$ cat src/design/point_set_min_distance_contact_defines.svh
// ---------------------------------------------------------------------------
// point_set_min_distance_contact_defines
// Assertion macros shared by the point set distance block.
// ---------------------------------------------------------------------------
`ifndef POINT_SET_MIN_DISTANCE_CONTACT_DEFINES_SVH
`define POINT_SET_MIN_DISTANCE_CONTACT_DEFINES_SVH
`ifndef SYNTHESIS
// pre holds in a cycle -> post holds in the same cycle
`define PSMD_ASSERT_IMPL(name, pre, post) \
  name: assert property (@(posedge clk) disable iff (!rst_n) (pre) |-> (post)) \
    else $error("psmd assertion failed");
// pre holds in a cycle -> post holds in the next cycle
`define PSMD_ASSERT_NEXT(name, pre, post) \
  name: assert property (@(posedge clk) disable iff (!rst_n) (pre) |=> (post)) \
    else $error("psmd assertion failed");
`else
`define PSMD_ASSERT_IMPL(name, pre, post)
`define PSMD_ASSERT_NEXT(name, pre, post)
`endif
`endif

$ cat src/design/psmd_pkg.sv
// ---------------------------------------------------------------------------
// psmd_pkg
// Types and fixed constants of the point set distance block.
// ---------------------------------------------------------------------------
package psmd_pkg;

  localparam int NUM_AXES = 3;
  localparam int CELL_LAT = 3;       // register stages in one distance cell

  localparam int CFG_W    = 24;      // widest configuration register
  localparam int DIST_W   = 26;
  localparam int CNT_A_W  = 11;
  localparam int CNT_B_W  = 16;

  localparam logic [CFG_W-1:0]   CD_RESET  = 24'd983;  // three times 0.005 in Q8.16
  localparam logic [CNT_A_W-1:0] MCP_RESET = 11'd5;

  localparam logic [DIST_W-1:0]  DIST_MAX  = '1;
  localparam logic [CNT_A_W-1:0] CNT_A_MAX = '1;
  localparam logic [CNT_B_W-1:0] CNT_B_MAX = '1;

  // configuration register indexes
  localparam logic CFG_CONTACT_DISTANCE = 1'b0;
  localparam logic CFG_MIN_CONTACT      = 1'b1;

  // item function codes
  localparam logic FUNC_LOAD    = 1'b0;
  localparam logic FUNC_COMPARE = 1'b1;

  // control that travels with each stored point down the cell chain
  typedef struct packed {
    logic valid;
    logic mark;   // contact mark of the stored point when it was read
  } psmd_tag_t;

endpackage

$ cat src/design/psmd_cell.sv
// ---------------------------------------------------------------------------
// psmd_cell
// One axis of the distance chain: holds one B coordinate, adds the squared
// difference against the low coordinate of the passing A point.
// ---------------------------------------------------------------------------
module psmd_cell
  import psmd_pkg::*;
#(
  parameter int COORD_BITS = 24,
  parameter int IDX_W      = 10
) (
  input  logic                            clk,
  input  logic                            rst_n,
  input  logic                            b_load,
  input  logic [COORD_BITS-1:0]           b_in,
  input  psmd_tag_t                       tag_in,
  input  logic [IDX_W-1:0]                idx_in,
  input  logic [NUM_AXES*COORD_BITS-1:0]  coords_in,
  input  logic [2*COORD_BITS+1:0]         sum_in,
  output psmd_tag_t                       tag_out,
  output logic [IDX_W-1:0]                idx_out,
  output logic [NUM_AXES*COORD_BITS-1:0]  coords_out,
  output logic [2*COORD_BITS+1:0]         sum_out
);

  localparam int C    = COORD_BITS;
  localparam int CW   = NUM_AXES * COORD_BITS;
  localparam int SQ_W = 2 * COORD_BITS + 2;

  logic [C-1:0]    b_r;
  logic [C:0]      diff;
  logic [C:0]      mag;
  logic [SQ_W-1:0] sq;

  logic [C:0]      mag1_r;
  logic [SQ_W-1:0] sum1_r, sum2_r, sum3_r, sq2_r;
  logic [CW-1:0]   coords1_r, coords2_r, coords3_r;
  logic [IDX_W-1:0] idx1_r, idx2_r, idx3_r;
  psmd_tag_t       tag1_r, tag2_r, tag3_r;

  always_ff @(posedge clk) begin
    if (b_load) begin
      b_r <= b_in;
    end
  end

  assign diff = {coords_in[C-1], coords_in[C-1:0]} - {b_r[C-1], b_r};
  assign mag  = diff[C] ? (~diff + (C+1)'(1)) : diff;
  assign sq   = mag1_r * mag1_r;

  always_ff @(posedge clk) begin
    if (!rst_n) begin
      tag1_r <= '0;
      tag2_r <= '0;
      tag3_r <= '0;
    end else begin
      tag1_r <= tag_in;
      tag2_r <= tag1_r;
      tag3_r <= tag2_r;
    end
  end

  always_ff @(posedge clk) begin
    mag1_r    <= mag;
    sum1_r    <= sum_in;
    coords1_r <= coords_in;
    idx1_r    <= idx_in;
    sq2_r     <= sq;
    sum2_r    <= sum1_r;
    coords2_r <= coords1_r;
    idx2_r    <= idx1_r;
    sum3_r    <= sum2_r + sq2_r;
    // rotate so the next cell finds its own axis in the low bits
    coords3_r <= {coords2_r[C-1:0], coords2_r[CW-1:C]};
    idx3_r    <= idx2_r;
  end

  assign tag_out    = tag3_r;
  assign idx_out    = idx3_r;
  assign coords_out = coords3_r;
  assign sum_out    = sum3_r;

endmodule

$ cat config.mk
export PLATFORM = sky130hd
export DESIGN_NAME = psmd_cell
export DESIGN_NICKNAME = d
export VERILOG_FILES = /design/src/design/point_set_min_distance_contact_defines.svh /design/src/design/psmd_pkg.sv /design/src/design/psmd_cell.sv
export SDC_FILE = /design/constraint.sdc
export NUM_CORES = 2
export LEC_CHECK = 0
export ABC_CLOCK_PERIOD_IN_PS = 9500
export BUFFER_PORTS_ARGS = -buffer_cell sky130_fd_sc_hd__buf_2
export CORE_MARGIN = 1.5
export CORE_UTILIZATION = 40
export CTS_CLUSTER_DIAMETER = 100
export CTS_CLUSTER_SIZE = 10
export DETAILED_ROUTE_END_ITERATION = 16
export PLACE_DENSITY = 0.55
export SLEW_MARGIN = 20
export SYNTH_ARGS = -nofsm -noshare
export SYNTH_HDL_FRONTEND = slang
export SYNTH_SLANG_ARGS = --single-unit
$ cat constraint.sdc
create_clock -name clk -period 9.5 [get_ports clk]
set_input_delay 0.95 -clock clk [delete_from_list [all_inputs] [get_ports clk]]
set_output_delay 0.95 -clock clk [all_outputs]
set_load 0.01 [all_outputs]
## Word level (Yosys, flattened, before mapping)

Cells that the tools add are included.

- Register bits: 501
- Word-level logic and storage cells: 25
- Input bits: 161
- Output and inout port bits: 134

- Muxes and demuxes: 1
- $add $sub $neg: 3
- $mul: 1
- Bitwise gates (word level): 1

Operator list:

| kind | number |
|---|---|
| $add A50 B50 Y50 | 1 |
| $mul A25 B25 Y50 | 1 |
| $add A25 B1 Y25 const B | 1 |
| $not A25 Y25 | 1 |
| $sub A24 B24 Y25 | 1 |
| $mux W24 | 1 |

## Logic depth before layout (Yosys ltp)

- Depth after elaboration: 4
- Mapped depth: 28
- Depth with buffers taken out: 25

## Worst setup path before layout

No wires, ideal clock.

- Path kind: reg2reg
- Start: register mag1_r[18]
- End: register sq2_r[46]
- Setup time: 127 ps
- Path buffers: 3
- Slack: 2611 ps
- Data required time: 9373 ps
- Arrival: 6763 ps
- Clock period less this slack: 6889 ps
- Stages on the path, launching flop included: 27
- Cell sequence: dfxtp_1 > clkbuf_1 > clkbuf_1 > nand2_1 > fa_1 > inv_1 > fa_1 > inv_1 > fa_1 > fa_1 > inv_1 > fa_1 > fa_1 > inv_1 > fa_1 > inv_1 > ha_1 > clkbuf_1 > a21oi_1 > o21bai_1 > a21oi_1 > o21ai_1 > a2111oi_0 > o311ai_0 > o21ai_1 > o21ai_0 > xor2_1

- Word-level cells in the longest chain between the ends: 1

RTL lines:

| element | line | text |
|---|---|---|
| start: declaration | psmd_cell.sv:35 | `logic [C:0] mag1_r;` |
| start signal: assignment | psmd_cell.sv:64 | `mag1_r <= mag;` |
| $mul A25 B25 Y50 | psmd_cell.sv:49 | `assign sq = mag1_r * mag1_r;` |
| net sq[46] | psmd_cell.sv:33 | `logic [SQ_W-1:0] sq;` |
| end signal: assignment | psmd_cell.sv:68 | `sq2_r <= sq;` |
| end: declaration | psmd_cell.sv:36 | `logic [SQ_W-1:0] sum1_r, sum2_r, sum3_r, sq2_r;` |

The timed path passes the listed nets, and every way through them passes these cells.
A chain may end at the register's enable or synchronous reset.

## Worst setup path in the final report

- Start: register mag1_r[19]
- End: register sq2_r[46]

Same word-level chain as after synthesis.

==> results.tsv <==
metric	value	unit
clock tree skew after final layout	0.02098	ns
startpoint-to-endpoint class of the critical path	flip-flop to flip-flop	
area overhead of the layout relative to synthesis	13.28	%
vias per cell	4.713	
worst-case setup margin in the final layout	1.709	ns
adder and majority gate portion of the synthesized area	38.43	%
cell row count	104	
total count of hold-check failures in the final report	0	
number of buffers created by CTS	58	
initial core utilization	40.60	%
mux contribution to synthesized area	0.1561	%
share of Yosys cell area claimed by the top area cell type	29.00	%
relative slew slack	24.24	%
area of the die	83880	um2
Final nets	4360	
critical path fanouts, max	21	
capture point of the worst reg-to-reg path	sq2_r[46]	
Die Ht	289.6	um
average cell area after synthesis	10.34	um2
achievable frequency	128.4	MHz
All-Layer GR Usage	18.29	%
Antenna Violating Nets Remaining	0	
setup-violating endpoint count in the final report	0	
drt total wl	75.41	mm
reg-to-reg setup timing slack	1.71	ns
syn nets	4068	
portion of the clock cycle consumed by the worst path in the final layout	82.01	%
Pins Over Slew Limit	0	
number of flops mapped to enable cells by yosys	24	
gate count after technology mapping	3178	
distinct cell type count of the synthesized netlist	79	
filler instances	7730	
IO Count	295	
Final Wtd Congestion	0.8847	
layout cells sized above 1	11.82	%
register bit count reported by yosys	500	
compound-gate portion of the synthesized area	8.418	%
synth warn	0	
initial antenna violation count	1	
first-pass iteration count of the detailed router	7	
XOR/XNOR share of the synthesized area	3.678	%
HP Start	sum1_r[43]	
detailed-route via count	21434	
Post-Synthesis Cell Area	32860	um2
post_cts resized	0	
global-route wire length before repair	120.0	mm
startpoint of the lowest-slack register-to-register path	mag1_r[19]	
sequential element share of the synthesized area	31.19	%
highest-count cells in the layout ignoring fill and taps	inv_1 (707), dfxtp_1 (475), fa_1 (467)	
slew at the pin closest to its max-slew limit	1.135	ns
HPWL after DPL	61.77	mm
prevailing post-synth register cell	dfxtp_1	
Async SR Flop Fraction	0	%
Setup WS pre-CTS	1.622	ns
RSZ-0062 raised after global routing	no	
library cell occupying the most area in the post-synthesis netlist	dfxtp_1	
starting DRC count in detailed routing	1050	
setup TNS	0	ns
depth of the worst register-to-register path	23	
Hold Path Sink	sum2_r[43]	
result of the run	complete, no violations	
Setup crit start kind	flip-flop	
clock transition time at the flip-flop clock pins of the worst setup and hold paths	0.06	ns
number of hold buffers added after cts	0	
IO Port Bufs	294	
# DRC	0	
Register Area	10250	um2
time the worst path needs with I/O delays and setup	7.791	ns
total number of H-tree levels	2	
path category of the worst min-delay check	flip-flop to flip-flop	
Remaining Overflow, GRT	0	
pin count of the biggest net entering global routing	29	
WP data arrival	8.28	ns
largest buffer count on any clock path	3	
simple-gate share of the synthesized area	9.069	%
Max Cap Viol	0	
required arrival time at the worst endpoint	9.99	ns
width of the die	289.6	um
main combinational cell family by area after synthesis	adder cells	
via count of the first global-routing pass	22721	
multi-input gate area in the final layout	19630	um2
most common library cell in the layout ignoring fill and taps	inv_1	
setup fix buffers added after clock tree synthesis	0	
clock latency on the worst-skew pair	0.63	ns
top cells by area in the synthesized netlist	dfxtp_1 (29%), fa_1 (28%), ha_1 (10%), inv_1 (8.1%), and2_1 (2.6%)	
CTS tree	yes	
endpoint kind of the worst setup timing path	flip-flop	
area of the core	80940	um2
cell chosen for the clock root	clkbuf_16	
number of clock sinks	500	
Wirelength per Cell	16.58	um
Hold Path Stages	0	
[metrics by stage]
stage	cell area, um2	util [%]	hold slack, ns	std cells
floorplan	32860	-	0.3096	3178
detailed placement	35520	43.88	0.3121	4470
finish	37230	45.99	0.3180	4548
CTS	37220	45.99	0.3158	4547
global route	37220	45.99	0.3214	4547
global placement	35520	43.88	0.3095	4470
[flip-flops by register name, summed over array words and instances (netlist names), 24 cells and up]
| register | count |
|---|---|
| coords_out | 72 |
| coords1_r | 72 |
| b_r | 24 |
| sum_out | 50 |
| sq2_r | 49 |
| coords2_r | 72 |
| sum2_r | 50 |
| sum1_r | 50 |
| mag1_r | 25 |
[layout make-up]
| class | instances | share of cell area (%) |
|---|---|---|
| Antenna cell | 1 | 0.006722 |
| Tap cell | 1060 | 3.563 |
| Sequential cell | 500 | 27.54 |
| Clock buffer | 68 | 4.084 |
| Timing Repair Buffer | 318 | 4.437 |
| Inverter | 707 | 7.129 |
| Multi-Input combinational cell | 1885 | 52.74 |
| Clock inverter | 9 | 0.5042 |
[layer usage]
metal | global-route usage [%] | share of wire (%) | vias to the layer above
met4 | 4.845 | 2.3 | 0
met5 | 0 | 0 | -
met1 | 23.83 | 45 | 10387
met2 | 31.88 | 48 | 495
met3 | 2.473 | 4.6 | 112
li1 | - | - | 10440
[critical path, cell delays in order (launching register included)]
cell	delay, ns
dfxtp_1	1.07
nand2_1	0.27
fa_1	0.55
inv_1	0.05
fa_1	0.48
fa_1	0.54
inv_1	0.05
fa_1	0.49
inv_1	0.05
fa_1	0.49
fa_1	0.49
inv_1	0.05
fa_1	0.47
inv_1	0.04
ha_1	0.38
a21oi_1	0.20
o21bai_1	0.08
a21oi_1	0.24
o21ai_1	0.14
a2111oi_0	0.62
o311ai_0	0.25
o21ai_1	0.30
o21ai_0	0.17
xor2_1	0.16
[cells by family after synthesis]
logic type	count (synthesis)
and+or+nand+nor	595
DFF	500
adders and majority gates	729
xor gates and xnor gates	138
buffers and inverters	793
muxes	5
AOI/OAI and AO/OA	418
[synth_stat cells, types with 13 or more instances]
library cell,count
a21o_1,96
a21oi_1,112
a31oi_1,20
and2_1,139
clkbuf_1,82
dfxtp_1,476
edfxtp_1,24
fa_1,467
ha_1,262
inv_1,707
nand2_1,219
nand3_1,32
nand4_1,20
nor2_1,89
nor3_1,17
o211ai_1,13
o21a_1,13
o21ai_0,57
o21ai_1,17
o21bai_1,16
xnor2_1,96
xor2_1,42
[worst max-delay path by stage]
stage | start | to | slack (ns) | cells after the start
after floorplan | mag1_r[18] | sq2_r[46] | 2.61 | 26
after global placement | mag1_r[10] | sq2_r[41] | 1.78 | 23
after detailed placement | mag1_r[10] | sq2_r[41] | 1.62 | 23
after CTS | mag1_r[10] | sq2_r[41] | 1.64 | 23
after global routing | mag1_r[3] | sq2_r[46] | 1.25 | 24
final | mag1_r[19] | sq2_r[46] | 1.71 | 23
Power is not shown: default switching activity piles up to over one toggle a cycle in this logic, so the estimate is an artifact.
