`config.mk`:
```
export PLATFORM = sky130hd
export DESIGN_NAME = psmd_sqrt
export DESIGN_NICKNAME = d
export VERILOG_FILES = /design/src/design/point_set_min_distance_contact_defines.svh /design/src/design/psmd_pkg.sv /design/src/design/psmd_sqrt.sv
export SDC_FILE = /design/constraint.sdc
export NUM_CORES = 1
export LEC_CHECK = 0
export ABC_AREA = 1
export BUFFER_PORTS_ARGS = -buffer_cell sky130_fd_sc_hd__buf_4
export CAP_MARGIN = 40
export CELL_PAD_IN_SITES_DETAIL_PLACEMENT = 1
export CELL_PAD_IN_SITES_GLOBAL_PLACEMENT = 2
export CORE_ASPECT_RATIO = 1.25
export CORE_MARGIN = 5
export CORE_UTILIZATION = 33
export DETAILED_ROUTE_END_ITERATION = 8
export PLACE_DENSITY_LB_ADDON = 0.1
export SLEW_MARGIN = 20
export SYNTH_ARGS = -nofsm -noshare
export SYNTH_HDL_FRONTEND = slang
export SYNTH_SLANG_ARGS = --single-unit
```
`constraint.sdc`:
```
create_clock -name clk -period 3.15 [get_ports clk]
set_clock_uncertainty 0.05 [all_clocks]
set_input_delay 0.63 -clock clk [delete_from_list [all_inputs] [get_ports clk]]
set_output_delay 0.63 -clock clk [all_outputs]
set_load 0.05 [all_outputs]
```
`src/design/point_set_min_distance_contact_defines.svh`:
```
// ---------------------------------------------------------------------------
// point_set_min_distance_contact_defines
// Assertion macros shared by the point set distance block.
// ---------------------------------------------------------------------------
`ifndef POINT_SET_MIN_DISTANCE_CONTACT_DEFINES_SVH
`define POINT_SET_MIN_DISTANCE_CONTACT_DEFINES_SVH
`ifndef SYNTHESIS
// pre holds in a cycle -> post holds in the same cycle
`define PSMD_ASSERT_IMPL(name, pre, post) \
  name: assert property (@(posedge clk) disable iff (!rst_n) (pre) |-> (post)) \
    else $error("psmd assertion failed");
// pre holds in a cycle -> post holds in the next cycle
`define PSMD_ASSERT_NEXT(name, pre, post) \
  name: assert property (@(posedge clk) disable iff (!rst_n) (pre) |=> (post)) \
    else $error("psmd assertion failed");
`else
`define PSMD_ASSERT_IMPL(name, pre, post)
`define PSMD_ASSERT_NEXT(name, pre, post)
`endif
`endif

```
`src/design/psmd_pkg.sv`:
```
// ---------------------------------------------------------------------------
// psmd_pkg
// Types and fixed constants of the point set distance block.
// ---------------------------------------------------------------------------
package psmd_pkg;

  localparam int NUM_AXES = 3;
  localparam int CELL_LAT = 3;       // register stages in one distance cell

  localparam int CFG_W    = 24;      // widest configuration register
  localparam int DIST_W   = 26;
  localparam int CNT_A_W  = 11;
  localparam int CNT_B_W  = 16;

  localparam logic [CFG_W-1:0]   CD_RESET  = 24'd983;  // three times 0.005 in Q8.16
  localparam logic [CNT_A_W-1:0] MCP_RESET = 11'd5;

  localparam logic [DIST_W-1:0]  DIST_MAX  = '1;
  localparam logic [CNT_A_W-1:0] CNT_A_MAX = '1;
  localparam logic [CNT_B_W-1:0] CNT_B_MAX = '1;

  // configuration register indexes
  localparam logic CFG_CONTACT_DISTANCE = 1'b0;
  localparam logic CFG_MIN_CONTACT      = 1'b1;

  // item function codes
  localparam logic FUNC_LOAD    = 1'b0;
  localparam logic FUNC_COMPARE = 1'b1;

  // control that travels with each stored point down the cell chain
  typedef struct packed {
    logic valid;
    logic mark;   // contact mark of the stored point when it was read
  } psmd_tag_t;

endpackage

```
`src/design/psmd_sqrt.sv`:
```
// ---------------------------------------------------------------------------
// psmd_sqrt
// Restoring integer square root, one result bit per cycle.
// ---------------------------------------------------------------------------
module psmd_sqrt
  import psmd_pkg::*;
#(
  parameter int COORD_BITS = 24
) (
  input  logic                    clk,
  input  logic                    rst_n,
  input  logic                    start,
  input  logic [2*COORD_BITS+1:0] radicand,
  output logic                    done,
  output logic [COORD_BITS:0]     root
);

  localparam int SQ_W = 2 * COORD_BITS + 2;
  localparam int R_W  = COORD_BITS + 1;
  localparam int IT_W = $clog2(R_W + 1);

  logic [SQ_W-1:0] rad_r;
  logic [R_W+1:0]  rem_r;
  logic [R_W-1:0]  root_r;
  logic [IT_W-1:0] iter_r;
  logic            busy_r;
  logic            done_r;

  logic [R_W+1:0]  rem_sh;
  logic [R_W+1:0]  trial;
  logic            take;

  assign rem_sh = {rem_r[R_W-1:0], rad_r[SQ_W-1:SQ_W-2]};
  assign trial  = {root_r, 2'b01};
  assign take   = (rem_sh >= trial);

  always_ff @(posedge clk) begin
    if (!rst_n) begin
      busy_r <= 1'b0;
      done_r <= 1'b0;
      iter_r <= '0;
    end else begin
      done_r <= 1'b0;
      if (start) begin
        busy_r <= 1'b1;
        iter_r <= IT_W'(R_W);
      end else if (busy_r) begin
        iter_r <= iter_r - IT_W'(1);
        if (iter_r == IT_W'(1)) begin
          busy_r <= 1'b0;
          done_r <= 1'b1;
        end
      end
    end
  end

  always_ff @(posedge clk) begin
    if (start) begin
      rad_r  <= radicand;
      rem_r  <= '0;
      root_r <= '0;
    end else if (busy_r) begin
      rad_r  <= {rad_r[SQ_W-3:0], 2'b00};
      rem_r  <= take ? (rem_sh - trial) : rem_sh;
      root_r <= {root_r[R_W-2:0], take};
    end
  end

  assign done = done_r;
  assign root = root_r;

endmodule

```
; ---- After elaboration in Yosys (flattened, before gate mapping)
; Index checks and enable logic that the tools add are counted.
[op_classes]
eq_ne = 1
n_reduce_logical = 3
n_lt_le_gt_ge = 1
n_mux = 9
add_sub_neg = 2
bitwise = 2
[ops]
columns = cell, n
row1 = $mux 50, 2
row2 = $ge 27x27->1, 1
row3 = $mux 25, 1
row4 = $sub 25x25->25, 1
row5 = $mux 5, 2
row6 = $eq 5x1->1 const B, 1
row7 = $sub 5x1->5 const B, 1
row8 = $mux 1, 4
row9 = $reduce_or 3->1, 1
row10 = $not 1->1, 2
row11 = $reduce_bool 2->1, 1
row12 = $reduce_or 2->1, 1
[totals]
wordCells = 25
out_inout_bits = 26
reg_bits = 107
input_bits = 53

; ---- Depth between registers and ports, before layout
; Gate-level depths: netlist of run 1.
[depth]
word_depth = 4
mapped_depth = 16
mapped_depth_nobuf = 16

; ---- Least setup slack after synthesis of run 1
; Ideal clock, no wire load.
[synth_timing]
kind = input port to flip-flop
from = input port start
to = register rad_r[0] (enable)
slack_ps = 235
path_buffers = 1
t_arrival_ps = 2431
setup_ps = 434
t_required_ps = 2666
cell_stages = 3
cell_sequence = nor2_1 -> clkinv_1 -> clkbuf_1
[synth_via]
elab_chain_len = 1
[synth_rtl]
columns = item, line
row1 = "start, declared", psmd_sqrt.sv:12  ; input logic start,
row2 = $reduce_bool 2->1 (no line), -
row3 = "end signal, assigned", psmd_sqrt.sv:59  ; rad_r <= radicand;
row4 = "end signal, assigned", psmd_sqrt.sv:63  ; rad_r <= {rad_r[SQ_W-3:0], 2'b00};
row5 = "end, declared", psmd_sqrt.sv:22  ; logic [SQ_W-1:0] rad_r;
; Every way passes these cells.
; A chain may end at the register's enable or synchronous reset.

; ---- Worst setup path in the final report of run 1
[layout_timing]
from = register root_r[8], in the netlist root[8]
to = register rem_r[6]
[layout_via]
elab_chain_len = 2
[layout_rtl]
columns = item, line
row1 = "start, declared", psmd_sqrt.sv:24  ; logic [R_W-1:0] root_r;
row2 = "start signal, assigned", psmd_sqrt.sv:65  ; root_r <= {root_r[R_W-2:0], take};
row3 = $ge 27x27->1, psmd_sqrt.sv:35  ; assign take = (rem_sh >= trial);
row4 = $mux 25, psmd_sqrt.sv:64  ; rem_r <= take ? (rem_sh - trial) : rem_sh;
row5 = "end signal, assigned", psmd_sqrt.sv:64
row6 = "end, declared", psmd_sqrt.sv:23  ; logic [R_W+1:0] rem_r;
; Every way passes these cells.

==> results.rst, run 1 <==
.. list-table::
   :header-rows: 1

   * - Metric
     - Value
   * - Via density per instance
     - ~4.7
   * - Launch point of the worst path
     - root[8]
   * - Hold/Removal Path Class
     - reg2reg
   * - Number of detailed-routing iterations run before antenna repair
     - 4
   * - RD Place Congestion
     - between 0.9 and 1
   * - Placed Instances
     - about 1100
   * - Die Ht
     - 163 um
   * - Number of distinct library cells after synthesis
     - a little over 40
   * - Register-to-register path setup slack
     - between 600 and 700 ps
   * - First-pass GRT wire length
     - around 29 mm
   * - All-layer global routing usage
     - around 17%
   * - Final HPWL DP
     - 14.0 mm
   * - Register area share after synthesis
     - around 43%
   * - RSZ-0062 raised after global routing
     - false
   * - Area growth, synth to finish
     - 18.1%
   * - Post-cts sizing count
     - 0
   * - Post-synthesis cell count
     - about 860
   * - Setup TNS
     - 0 ps
   * - Crit Path Max Fanout
     - 21
   * - Wire length after detailed routing
     - between 15 and 20 mm
   * - Finished Layout Cells
     - about 1200
   * - Largest vdd supply drop
     - ~0.45 mV
   * - Antenna violation net count after detailed routing
     - 0
   * - CTS root buffer
     - clkbuf_16
   * - Shortest period the worst path allows
     - between 2000 and 3000 ps
   * - Crit share post-route
     - between 80% and 90%
   * - Share of flip-flops with an asynchronous set or reset after synthesis
     - 0%
   * - Final setup violation count
     - 0
   * - Data required time at the worst endpoint
     - between 3000 and 4000 ps
   * - GRT Residual Overflow
     - 0
   * - Top-level port count
     - just under 80
   * - Clock Tree Buf Depth
     - 2
   * - Leakage power figure
     - between 3 and 4 nW
   * - Number of vias after detailed routing
     - between 5000 and 6000
   * - Port Buffer Count
     - 78
   * - Clock Sink Count
     - between 100 and 150
   * - Worst setup timing slack at the placement stage
     - 588 ps
   * - Cell taking the most area after synthesis
     - edfxtp_1
   * - Total of max-cap violations
     - 0
   * - Worst reg2reg path depth
     - 14
   * - Most used DFF post-synth
     - dfxtp_1
   * - Worst setup EP type
     - flip-flop
   * - Antenna violations before repair
     - 0
   * - Die area
     - roughly 0.022 mm^2
   * - Number of remaining DRC errors
     - 0
   * - Pin count of the biggest net entering global routing
     - 47
   * - TritonCTS clock tree
     - built
   * - Top area cells in the synthesized netlist
     - edfxtp_1, nand2_1, dfxtp_1, inv_1, ha_1
   * - Cell depth of the worst hold path
     - 2
   * - FP Rows
     - 56
   * - Commonest cells in the netlist
     - nand2_1, inv_1, dfxtp_1
   * - Count of pins over their slew limit
     - 0
   * - Number of synthesis warnings
     - 0
   * - Detailed-route wire length per cell
     - around 15 um
   * - Vias in the first global route
     - about 5900
   * - Number of buffers inserted by hold repair at cts
     - 0
   * - Share of the synthesized area in the top cell type
     - between 20% and 30%
   * - Die Width
     - around 130 um
   * - Number of levels the H-tree was split into
     - 3
   * - Average cell area after synthesis
     - about 7.2 um^2
   * - Power Dens Cells
     - 1080 mW/mm^2
   * - 1st-iter DRT viols
     - ~160
   * - Result of the run
     - finished clean
   * - Startpoint class of the critical path
     - flip-flop
   * - Placeable Area
     - 0.0186 mm^2
   * - Antenna cell count
     - 0
   * - Number of flops mapped to enable cells by yosys
     - 50
   * - Clock buffers created by TritonCTS
     - 9
   * - Syn Nets
     - between 900 and 1000
   * - Transition at the pin with the smallest max-transition slack
     - around 570 ps
   * - Worst setup path category
     - reg2reg
   * - Launch instance of the worst min-delay path
     - rem_r[23]
   * - Number of endpoints with negative hold slack in the final report
     - 0
   * - Clock slew at reported path FFs
     - ~80 ps
   * - Post-CTS Repair Setup Buffers
     - 0
   * - Endpoint arrival time on the critical path
     - ~2700 ps
   * - Proportion of layout cells with a drive suffix above 1
     - about 14%
   * - Insertion delay of the later-clocked pin in the worst-skew pair
     - 360 ps
   * - Rel. slew slack
     - 62.0%
   * - Effective utilization at floorplan
     - around a third
   * - Yosys reg bits
     - ~110
   * - Startpoint of the most critical register-to-register path
     - root[8]
   * - Leading cell type by number of instances after synthesis
     - nand2_1
   * - Highest Clock Rate
     - between 0.3 and 0.4 GHz
   * - Worst path setup slack after routing
     - about 600 ps
   * - Number of nets in the final layout
     - roughly 1000
   * - Syn Std Cell Area
     - a little over 0.006 mm^2
cell type report:
| type | instances | area [um^2] |
|---|---|---|
| clock buffer | 10 | 229 |
| clock inverter | 6 | 62.6 |
| fill | 2328 | 11300 |
| inverter | 130 | 488 |
| multi-input combinational | 593 | 2920 |
| sequential | 107 | 2640 |
| tap | 232 | 290 |
| timing repair buffer | 87 | 666 |
power by group:
part | internal [mW] | switching [mW] | total [mW] | leakage (nW)
combinational | 1.60 | 3.33 | 4.93 | 2.58
clock | 0.557 | 0.584 | 1.14 | 0.142
sequential | 1.67 | 0.134 | 1.80 | 0.977
cells in the final DEF, fill, tap and decap left out, types with 3 or more instances in the layout:
| cell | n |
|---|---|
| a21oi_2 | 3 |
| dfxtp_1 | 57 |
| buf_4 | 86 |
| o21ai_1 | 4 |
| o21ai_0 | 11 |
| edfxtp_1 | 50 |
| a21oi_1 | 17 |
| nand3_1 | 42 |
| xnor2_1 | 9 |
| nor3_1 | 4 |
| nand2_2 | 7 |
| clkinv_4 | 4 |
| o22ai_1 | 24 |
| inv_1 | 122 |
| o21bai_1 | 3 |
| nor2_2 | 3 |
| nand3b_1 | 3 |
| ha_1 | 29 |
| nand4_1 | 12 |
| or2_1 | 3 |
| nor2_1 | 48 |
| inv_2 | 6 |
| clkbuf_16 | 9 |
| xor2_1 | 3 |
| nand2_1 | 346 |
| nand3_2 | 4 |
metrics by stage:
step	instance area, um^2	power [mW]	utilization (%)	hold slack [ps]
4_1_cts	7300	7.99	39.3	432
5_1_grt	7300	8.64	39.3	444
2_1_floorplan	6180	5.66	-	380
6_report	7300	7.87	39.3	428
3_5_place_dp	7010	6.81	37.7	416
3_3_place_gp	6990	6.74	37.6	392
cells by family after synthesis:
family	Yosys count	share of synthesized area, %
adders and majority gates	29	5.87
buffers and inverters	155	9.95
and+or+nand+nor	479	32.5
DFF	107	42.8
AOI/OAI and AO/OA	73	7.23
xor gates and xnor gates	12	1.70
metal layers:
metal | track usage (%) | wire, um
met5 | 0 | 0
met4 | 5.97 | 429
met3 | 2.38 | 495
met2 | 30.0 | 9100
met1 | 20.3 | 7780
worst paths after layout:
| path | to |
|---|---|
| min | rem_r[23] |
| max | rem_r[6] |
| max reg2reg | rem_r[6] |
| min reg2reg | rem_r[23] |
registers in the layout, indices dropped and copies added, names as in the netlist:
name and cells:
busy_r 1, done 1, iter_r 5, rad_r 50
rem_r 25, root 25
worst max-delay path: stages (launching register included):
cell     delay [ps]
dfxtp_1         330
inv_1            70
ha_1            390
nand2_1         160
nor2_1           80
nand2_1         110
nor2_2           50
nand2_1          60
nand3_2          80
nor2_4          220
nand2_4         210
inv_1           330
nand2_1         100
nand3_1          90
o21ai_0         100
(Power assumes the default switching activity.)
==> run 2, diff against run 1 <==
- clock period: 3.15 -> 2.41 ns (I/O delays scaled with it)
==> run 2 against run 1 <==
  * Register-to-register slack worse by 410 ps
  * Clock-buffer cell count down 1
  * Routed wire length increased by 2.8%
  * Global-route usage up 0.59 points
  * Sequential share of layout area down 0.88 points
  * Maximum frequency increased by 15%
  * Critical path depth shrank 2
  * Design area grew 2.5%
  * Die area unchanged
  * Via count grew 2.5%
==> results.rst, run 2 (synthesis gave the netlist of run 1 again) <==
.. list-table::
   :header-rows: 1

   * - Metric
     - Value
   * - Worst setup EP type
     - flip-flop
   * - Startpoint of the most critical register-to-register path
     - root[20]
   * - Top delay family on crit path
     - simple AND/OR/NAND/NOR gates
   * - Largest Register
     - rad_r
   * - Highest Clock Rate
     - 0.450 GHz (+15%)
   * - Power Dens Cells
     - 1490 mW/mm^2 (+38%)
   * - Area growth, synth to finish
     - 21.1%
   * - First-pass GRT wire length
     - 30.1 mm (+2.8%)
   * - Number of detailed-routing iterations run before antenna repair
     - 4 (unchanged)
   * - RSZ-0062 raised after global routing
     - true
   * - Worst setup timing slack at the placement stage
     - 50.5 ps (-537 ps)
   * - Ordered cell list for the critical path
     - inv_1 -> ha_1 -> a21oi_1 -> nand2_1 -> nand2_1 -> nand3_2 -> nor2_4 -> nand2_4 -> buf_4 -> or2_1 -> nand3_1 -> nand2_1
   * - Total of max-cap violations
     - 0 (unchanged)
   * - All-layer global routing usage
     - 17.3% (+0.59 points)
   * - Antenna violation net count after detailed routing
     - 0 (unchanged)
   * - Top-level port count
     - 79 (unchanged)
   * - GRT Residual Overflow
     - 0 (unchanged)
   * - Number of buffers inserted by hold repair at cts
     - 0 (unchanged)
   * - Number of remaining DRC errors
     - 0 (unchanged)
   * - Vias in the first global route
     - 6031 (+2.5%)
   * - Port Buffer Count
     - 78 (unchanged)
   * - Antenna violations before repair
     - 0 (unchanged)
   * - Via density per instance
     - 4.76 (+1.3%)
   * - Effective utilization at floorplan
     - 33.3% (unchanged)
   * - Fillers
     - 2313 (-0.64%)
   * - Die Width
     - 132 um (unchanged)
   * - Transition at the pin with the smallest max-transition slack
     - 548 ps (-22.8 ps)
   * - Die Ht
     - 163 um (unchanged)
   * - Number of endpoints with negative hold slack in the final report
     - 0 (unchanged)
   * - Flip-flop count of the largest register after layout
     - 50 (unchanged)
   * - Final setup violation count
     - 0 (unchanged)
   * - Cell repeated most along the worst path
     - nand2_1
   * - Crit Path Max Fanout
     - 8 (-62%)
   * - Critical Path Sink
     - rem_r[18]
   * - Cell depth of the worst hold path
     - 3 (+1)
   * - Number of vias after detailed routing
     - 5610 (+2.5%)
   * - Worst setup path category
     - reg2reg
   * - Power, Total
     - 11.2 mW (+42%)
   * - Launch point of the worst path
     - root[20]
   * - Master of the slowest instance on the critical path
     - ha_1
   * - Pin count of the biggest net entering global routing
     - 85 (+81%)
   * - 1st-iter DRT viols
     - 158 (-3.1%)
   * - Final std cell area, no fill
     - 0.00748 mm^2 (+2.5%)
   * - Clock Sink Count
     - 107 (unchanged)
   * - Number of levels the H-tree was split into
     - 3 (unchanged)
   * - Placeable Area
     - 0.0186 mm^2 (unchanged)
   * - Proportion of layout cells with a drive suffix above 1
     - 17.3% (+2.8 points)
   * - Detailed-route wire length per cell
     - 15.5 um (+1.6%)
   * - Endpoint arrival time on the critical path
     - 2430 ps (-310 ps)
   * - FP Rows
     - 56 (unchanged)
   * - Wire length after detailed routing
     - 18.3 mm (+2.8%)
   * - Startpoint class of the critical path
     - flip-flop
   * - Number of nets in the final layout
     - 1024 (+1.4%)
   * - TritonCTS clock tree
     - built
   * - Result of the run
     - finished clean
   * - Critical register-to-register path endpoint
     - rem_r[18]
   * - Crit share post-route
     - 92.3% (+11 points)
   * - Most common cell after layout, fill and taps aside
     - nand2_1
   * - Register-to-register path setup slack
     - 190 ps (-410 ps)
   * - CTS root buffer
     - clkbuf_16
   * - Clock Tree Buf Depth
     - 2 (unchanged)
   * - Top library cells by usage in the layout, fill and taps aside
     - nand2_1, inv_1, buf_4
   * - Rel. slew slack
     - 63.5% (+1.5 points)
   * - RD Place Congestion
     - 0.830 (-14%)
   * - Antenna cell count
     - 0 (unchanged)
   * - Leakage power figure
     - 3.77 nW (+1.9%)
   * - Critical path's largest stage delay
     - 370 ps (-20 ps)
   * - Shortest period the worst path allows
     - 2220 ps (-326 ps)
   * - Final HPWL DP
     - 14.3 mm (+2.0%)
   * - Data required time at the worst endpoint
     - 2620 ps (-720 ps)
   * - Insertion delay of the later-clocked pin in the worst-skew pair
     - 360 ps (about the same)
   * - Worst reg2reg path depth
     - 12 (-2)
   * - Placement Cell Area
     - 0.00710 mm^2 (+1.4%)
   * - Worst path setup slack after routing
     - 186 ps (-414 ps)
   * - Number of gates on the worst path with buffers counted
     - 12 (-2)
   * - Sum of buffers and inverters on the critical path
     - 2 (unchanged)
   * - Clock slew at reported path FFs
     - 80 ps (about the same)
   * - Hold/Removal Path Class
     - in2reg
   * - Count of pins over their slew limit
     - 0 (unchanged)
   * - Clock buffers created by TritonCTS
     - 9 (unchanged)
   * - Die area
     - 0.0216 mm^2 (unchanged)
   * - Fin util
     - 40.3% (+0.98 points)
   * - Largest vdd supply drop
     - 0.589 mV (+32%)
   * - Fin Hold WS
     - 333 ps (-95.3 ps)
## run 2: cell count changes in the layout (fill, tap and decap cells not counted), moves of 3 or more
cell and delta:
ha_1 -7, buf_4 +12, ha_2 +5, nor2_1 -4
nand2_2 +3, nand2_1 -3, nor2_2 +4
## run 2: worst min-delay path, cell delays in order
cell and delay (ps):
buf_4 70, nand2_1 40, inv_1 40
## run 2: timing repair
action / 4_1_cts / 5_1_grt
setup endpoints to repair: 0 / 24
setup buffers: 0 / 3
resized for setup: 0 / 17
## run 2: metrics by stage
stage | cells | setup TNS, ps
after floorplan | 855 | 0
after global placement | 1160 | 0
after detailed placement | 1160 | 0
after CTS | 1176 | 0
after global routing | 1179 | -34.1
final | 1179 | 0
## run 2: worst min-delay path by stage
| stage | end | start | slack (ps) |
|---|---|---|---|
| after global placement | rem_r[23] | rem_r[23] | 400 |
| final | rad_r[1] | radicand[1] | 330 |
| after CTS | rad_r[1] | radicand[1] | 320 |
| after global routing | rad_r[1] | radicand[1] | 320 |
| after detailed placement | rem_r[23] | rem_r[23] | 420 |
| after floorplan | rem_r[23] | rem_r[23] | 380 |
## run 2: layout make-up
type | count | area [um^2] | area share, %
clock buffers | 9 | 225 | 3.01
clock inverters | 7 | 60.1 | 0.803
inverters | 130 | 488 | 6.52
multi-input cells | 593 | 2990 | 39.9
flip-flops and latches | 107 | 2640 | 35.3
well taps | 232 | 290 | 3.88
repair buffers | 101 | 787 | 10.5
## run 2: per-layer routing
layer,routed length (um),GRT usage [%],up-vias
met5,0,0,-
met4,424,5.83,0
met3,566,2.90,27
met2,9230,31.0,86
met1,8080,20.9,2623
li1,-,-,2874
## run 2: where the power goes
| part | leakage [nW] | internal, mW | switching [mW] |
|---|---|---|---|
| registers | 0.977 | 2.18 | 0.180 |
| logic | 2.66 | 2.70 | 4.62 |
| clock network | 0.137 | 0.722 | 0.755 |
| total | 3.77 | 5.60 | 5.55 |
==> run 3, diff against run 2 <==
- RECOVER_POWER: unset -> 50
==> run 3 against run 2 <==
  * Total power about the same
  * Worst setup slack improved by 2.2 ps
  * Routed wire length is 0.13% higher
  * Sequential share of layout area up 0.28 points
  * Register-to-register slack hardly changed
  * Flip-flop and latch count unchanged
  * First-iteration DRC count grew 8.2%
  * Cell count stayed put
  * Maximum frequency grew 0.10%
  * Critical path type unchanged
  * Utilization shrank 0.32 points
  * Highest routed layer unchanged
==> results.rst, run 3 (synthesis gave the netlist of run 1 again) <==
.. list-table::
   :header-rows: 1

   * - Metric
     - Value
   * - Clock Tree Buf Depth
     - 2 (unchanged)
   * - Cell repeated most along the worst path
     - nand2_1
   * - All-layer global routing usage
     - 17.3% (unchanged)
   * - FP Rows
     - 56 (unchanged)
   * - GRT Residual Overflow
     - 0 (unchanged)
   * - Flip-flop count of the largest register after layout
     - 50 (unchanged)
   * - Largest Register
     - rad_r
   * - Worst setup timing slack at the placement stage
     - 50.5 ps (unchanged)
   * - Final HPWL DP
     - 14.3 mm (unchanged)
   * - Sequential group share of total power
     - 21.1% (about the same)
   * - Number of remaining DRC errors
     - 0 (unchanged)
   * - Top-level port count
     - 79 (unchanged)
   * - Wire length after detailed routing
     - 18.3 mm (+0.13%)
   * - Transition at the pin with the smallest max-transition slack
     - 893 ps (+345 ps)
   * - Fillers
     - 2315 (+0.086%)
   * - Leakage power figure
     - 3.71 nW (-1.7%)
   * - Critical path's largest stage delay
     - 370 ps (about the same)
   * - Launch point of the worst path
     - root[20]
   * - Switching part of the total power
     - 49.8% (about the same)
   * - Top delay family on crit path
     - simple AND/OR/NAND/NOR gates
   * - Sw Pwr
     - 5.56 mW (about the same)
   * - Combinational share of power
     - 65.6% (about the same)
   * - Proportion of layout cells with a drive suffix above 1
     - 15.7% (-1.6 points)
   * - Total of max-cap violations
     - 0 (unchanged)
   * - GRT met1 Usage
     - 20.9% (unchanged)
   * - Effective utilization at floorplan
     - 33.3% (unchanged)
   * - CTS root buffer
     - clkbuf_16
   * - Clock buffers created by TritonCTS
     - 9 (unchanged)
   * - Final setup violation count
     - 0 (unchanged)
   * - Hold/Removal Path Class
     - in2reg
   * - Sum of buffers and inverters on the critical path
     - 2 (unchanged)
   * - Routing usage on met2
     - 31.0% (unchanged)
   * - Master of the slowest instance on the critical path
     - ha_1
   * - Number of detailed-routing iterations run before antenna repair
     - 4 (unchanged)
   * - Crit Path Max Fanout
     - 8 (unchanged)
   * - Ordered cell list for the critical path
     - inv_1 -> ha_1 -> a21oi_1 -> nand2_1 -> nand2_1 -> nand3_2 -> nor2_4 -> nand2_4 -> buf_4 -> or2_1 -> nand3_1 -> nand2_1
   * - Placement Cell Area
     - 0.00710 mm^2 (unchanged)
   * - 1st-iter DRT viols
     - 171 (+8.2%)
   * - Sequential cell area
     - 0.00264 mm^2 (unchanged)
   * - Endpoint arrival time on the critical path
     - 2430 ps (about the same)
   * - Number of levels the H-tree was split into
     - 3 (unchanged)
   * - Vias in the first global route
     - 6031 (unchanged)
   * - Rel. slew slack
     - 40.5% (-23 points)
   * - Antenna violation net count after detailed routing
     - 0 (unchanged)
   * - Launch instance of the worst min-delay path
     - radicand[1]
   * - Insertion delay of the later-clocked pin in the worst-skew pair
     - 360 ps (about the same)
   * - Number of vias after detailed routing
     - 5611 (+0.018%)
   * - Detailed-route wire length per cell
     - 15.5 um (+0.13%)
   * - Pin count of the biggest net entering global routing
     - 85 (unchanged)
   * - Die Ht
     - 163 um (unchanged)
   * - Design internal power
     - 5.60 mW (about the same)
   * - Final std cell area, no fill
     - 0.00742 mm^2 (-0.79%)
   * - Top library cells by usage in the layout, fill and taps aside
     - nand2_1, inv_1, buf_4
   * - Result of the run
     - finished clean
   * - Startpoint class of the critical path
     - flip-flop
   * - Count of pins over their slew limit
     - 0 (unchanged)
   * - Startpoint of the most critical register-to-register path
     - root[20]
   * - RSZ-0062 raised after global routing
     - true
   * - Clock power share
     - 13.3% (about the same)
   * - Number of nets in the final layout
     - 1024 (unchanged)
   * - Worst path setup slack after routing
     - 188 ps (+2.23 ps)
   * - RD Place Congestion
     - 0.830 (unchanged)
   * - Antenna cell count
     - 0 (unchanged)
   * - First-pass GRT wire length
     - 30.1 mm (unchanged)
   * - Antenna violations before repair
     - 0 (unchanged)
   * - Area growth, synth to finish
     - 20.1%
   * - Die area
     - 0.0216 mm^2 (unchanged)
   * - Area of the multi-input gates
     - 0.00299 mm^2 (unchanged)
   * - Port Buffer Count
     - 78 (unchanged)
   * - Setup TNS
     - 0 ps (unchanged)
   * - Clock Sink Count
     - 107 (unchanged)
   * - Largest vdd supply drop
     - 0.589 mV (about the same)
   * - Via density per instance
     - 4.76 (about the same)
   * - Highest Clock Rate
     - 0.450 GHz (+0.10%)
   * - Shortest period the worst path allows
     - 2220 ps (-2.23 ps)
   * - Worst setup EP type
     - flip-flop
   * - Crit share post-route
     - 92.2% (-0.092 points)
   * - Placeable Area
     - 0.0186 mm^2 (unchanged)
   * - Most congested layer reported by global routing
     - met2
   * - Most common cell after layout, fill and taps aside
     - nand2_1
   * - Power Dens Cells
     - 1500 mW/mm^2 (+0.83%)
   * - Data required time at the worst endpoint
     - 2620 ps (about the same)
   * - Global Route met3 Usage
     - 2.90% (unchanged)
   * - Die Width
     - 132 um (unchanged)
   * - Clock slew at reported path FFs
     - 80 ps (about the same)
   * - Worst setup path category
     - reg2reg
   * - TritonCTS clock tree
     - built
   * - Number of endpoints with negative hold slack in the final report
     - 0 (unchanged)
[run 3: area by class of cell]
type                            count  area share [%]
Clock buffer                        9            3.03
Clock inverter                      7           0.809
Inverter                          130            6.58
Multi-Input combinational cell    593            40.2
Sequential cell                   107            35.6
Tap cell                          232            3.91
Timing Repair Buffer              101            9.81
[run 3: final timing paths]
path | end | slack, ps | cells after the start
max | rem_r[18] | 190 | 12
min | rad_r[1] | 330 | 3
max reg2reg | rem_r[18] | 190 | 12
min reg2reg | rem_r[23] | 420 | 2
[run 3: per-layer routing]
metal / up-vias / part of all wire (%)
li1: 2876 / -
met4: 0 / 2.3
met1: 2626 / 44
met3: 26 / 3.1
met2: 83 / 50
met5: - / 0
[run 3: metrics by stage]
stage	utilization, %	power [mW]	instances	hold slack (ps)
global route	40.0	12.3	1179	323
CTS	39.8	11.1	1176	321
floorplan	-	7.39	855	380
global placement	38.2	9.43	1160	403
finish	40.0	11.2	1179	332
detailed placement	38.2	9.52	1160	419
[run 3: repair_timing]
| action | CTS | global route |
|---|---|---|
| setup endpoints to repair | 0 | 24 |
| gates resized for setup | 0 | 17 |
| buffers inserted | 0 | 3 |
| hold buffers | 0 | 0 |
[run 3: worst register-to-register path, stage by stage (launching register included)]
cell and delay (ps):
dfxtp_1 340, inv_1 70, ha_1 370, a21oi_1 180, nand2_1 110, nand2_1 110
nand3_2 100, nor2_4 170, nand2_4 80, buf_4 170, or2_1 200, nand3_1 100
nand2_1 60
[run 3: power groups by stage]
stage	Clock, mW	Combinational, mW	Sequential [mW]
detailed placement	0	7.12	2.40
global route	1.61	8.25	2.39
finish	1.48	7.32	2.36
CTS	1.54	7.17	2.36
floorplan	0	5.06	2.34
global placement	0	7.03	2.40
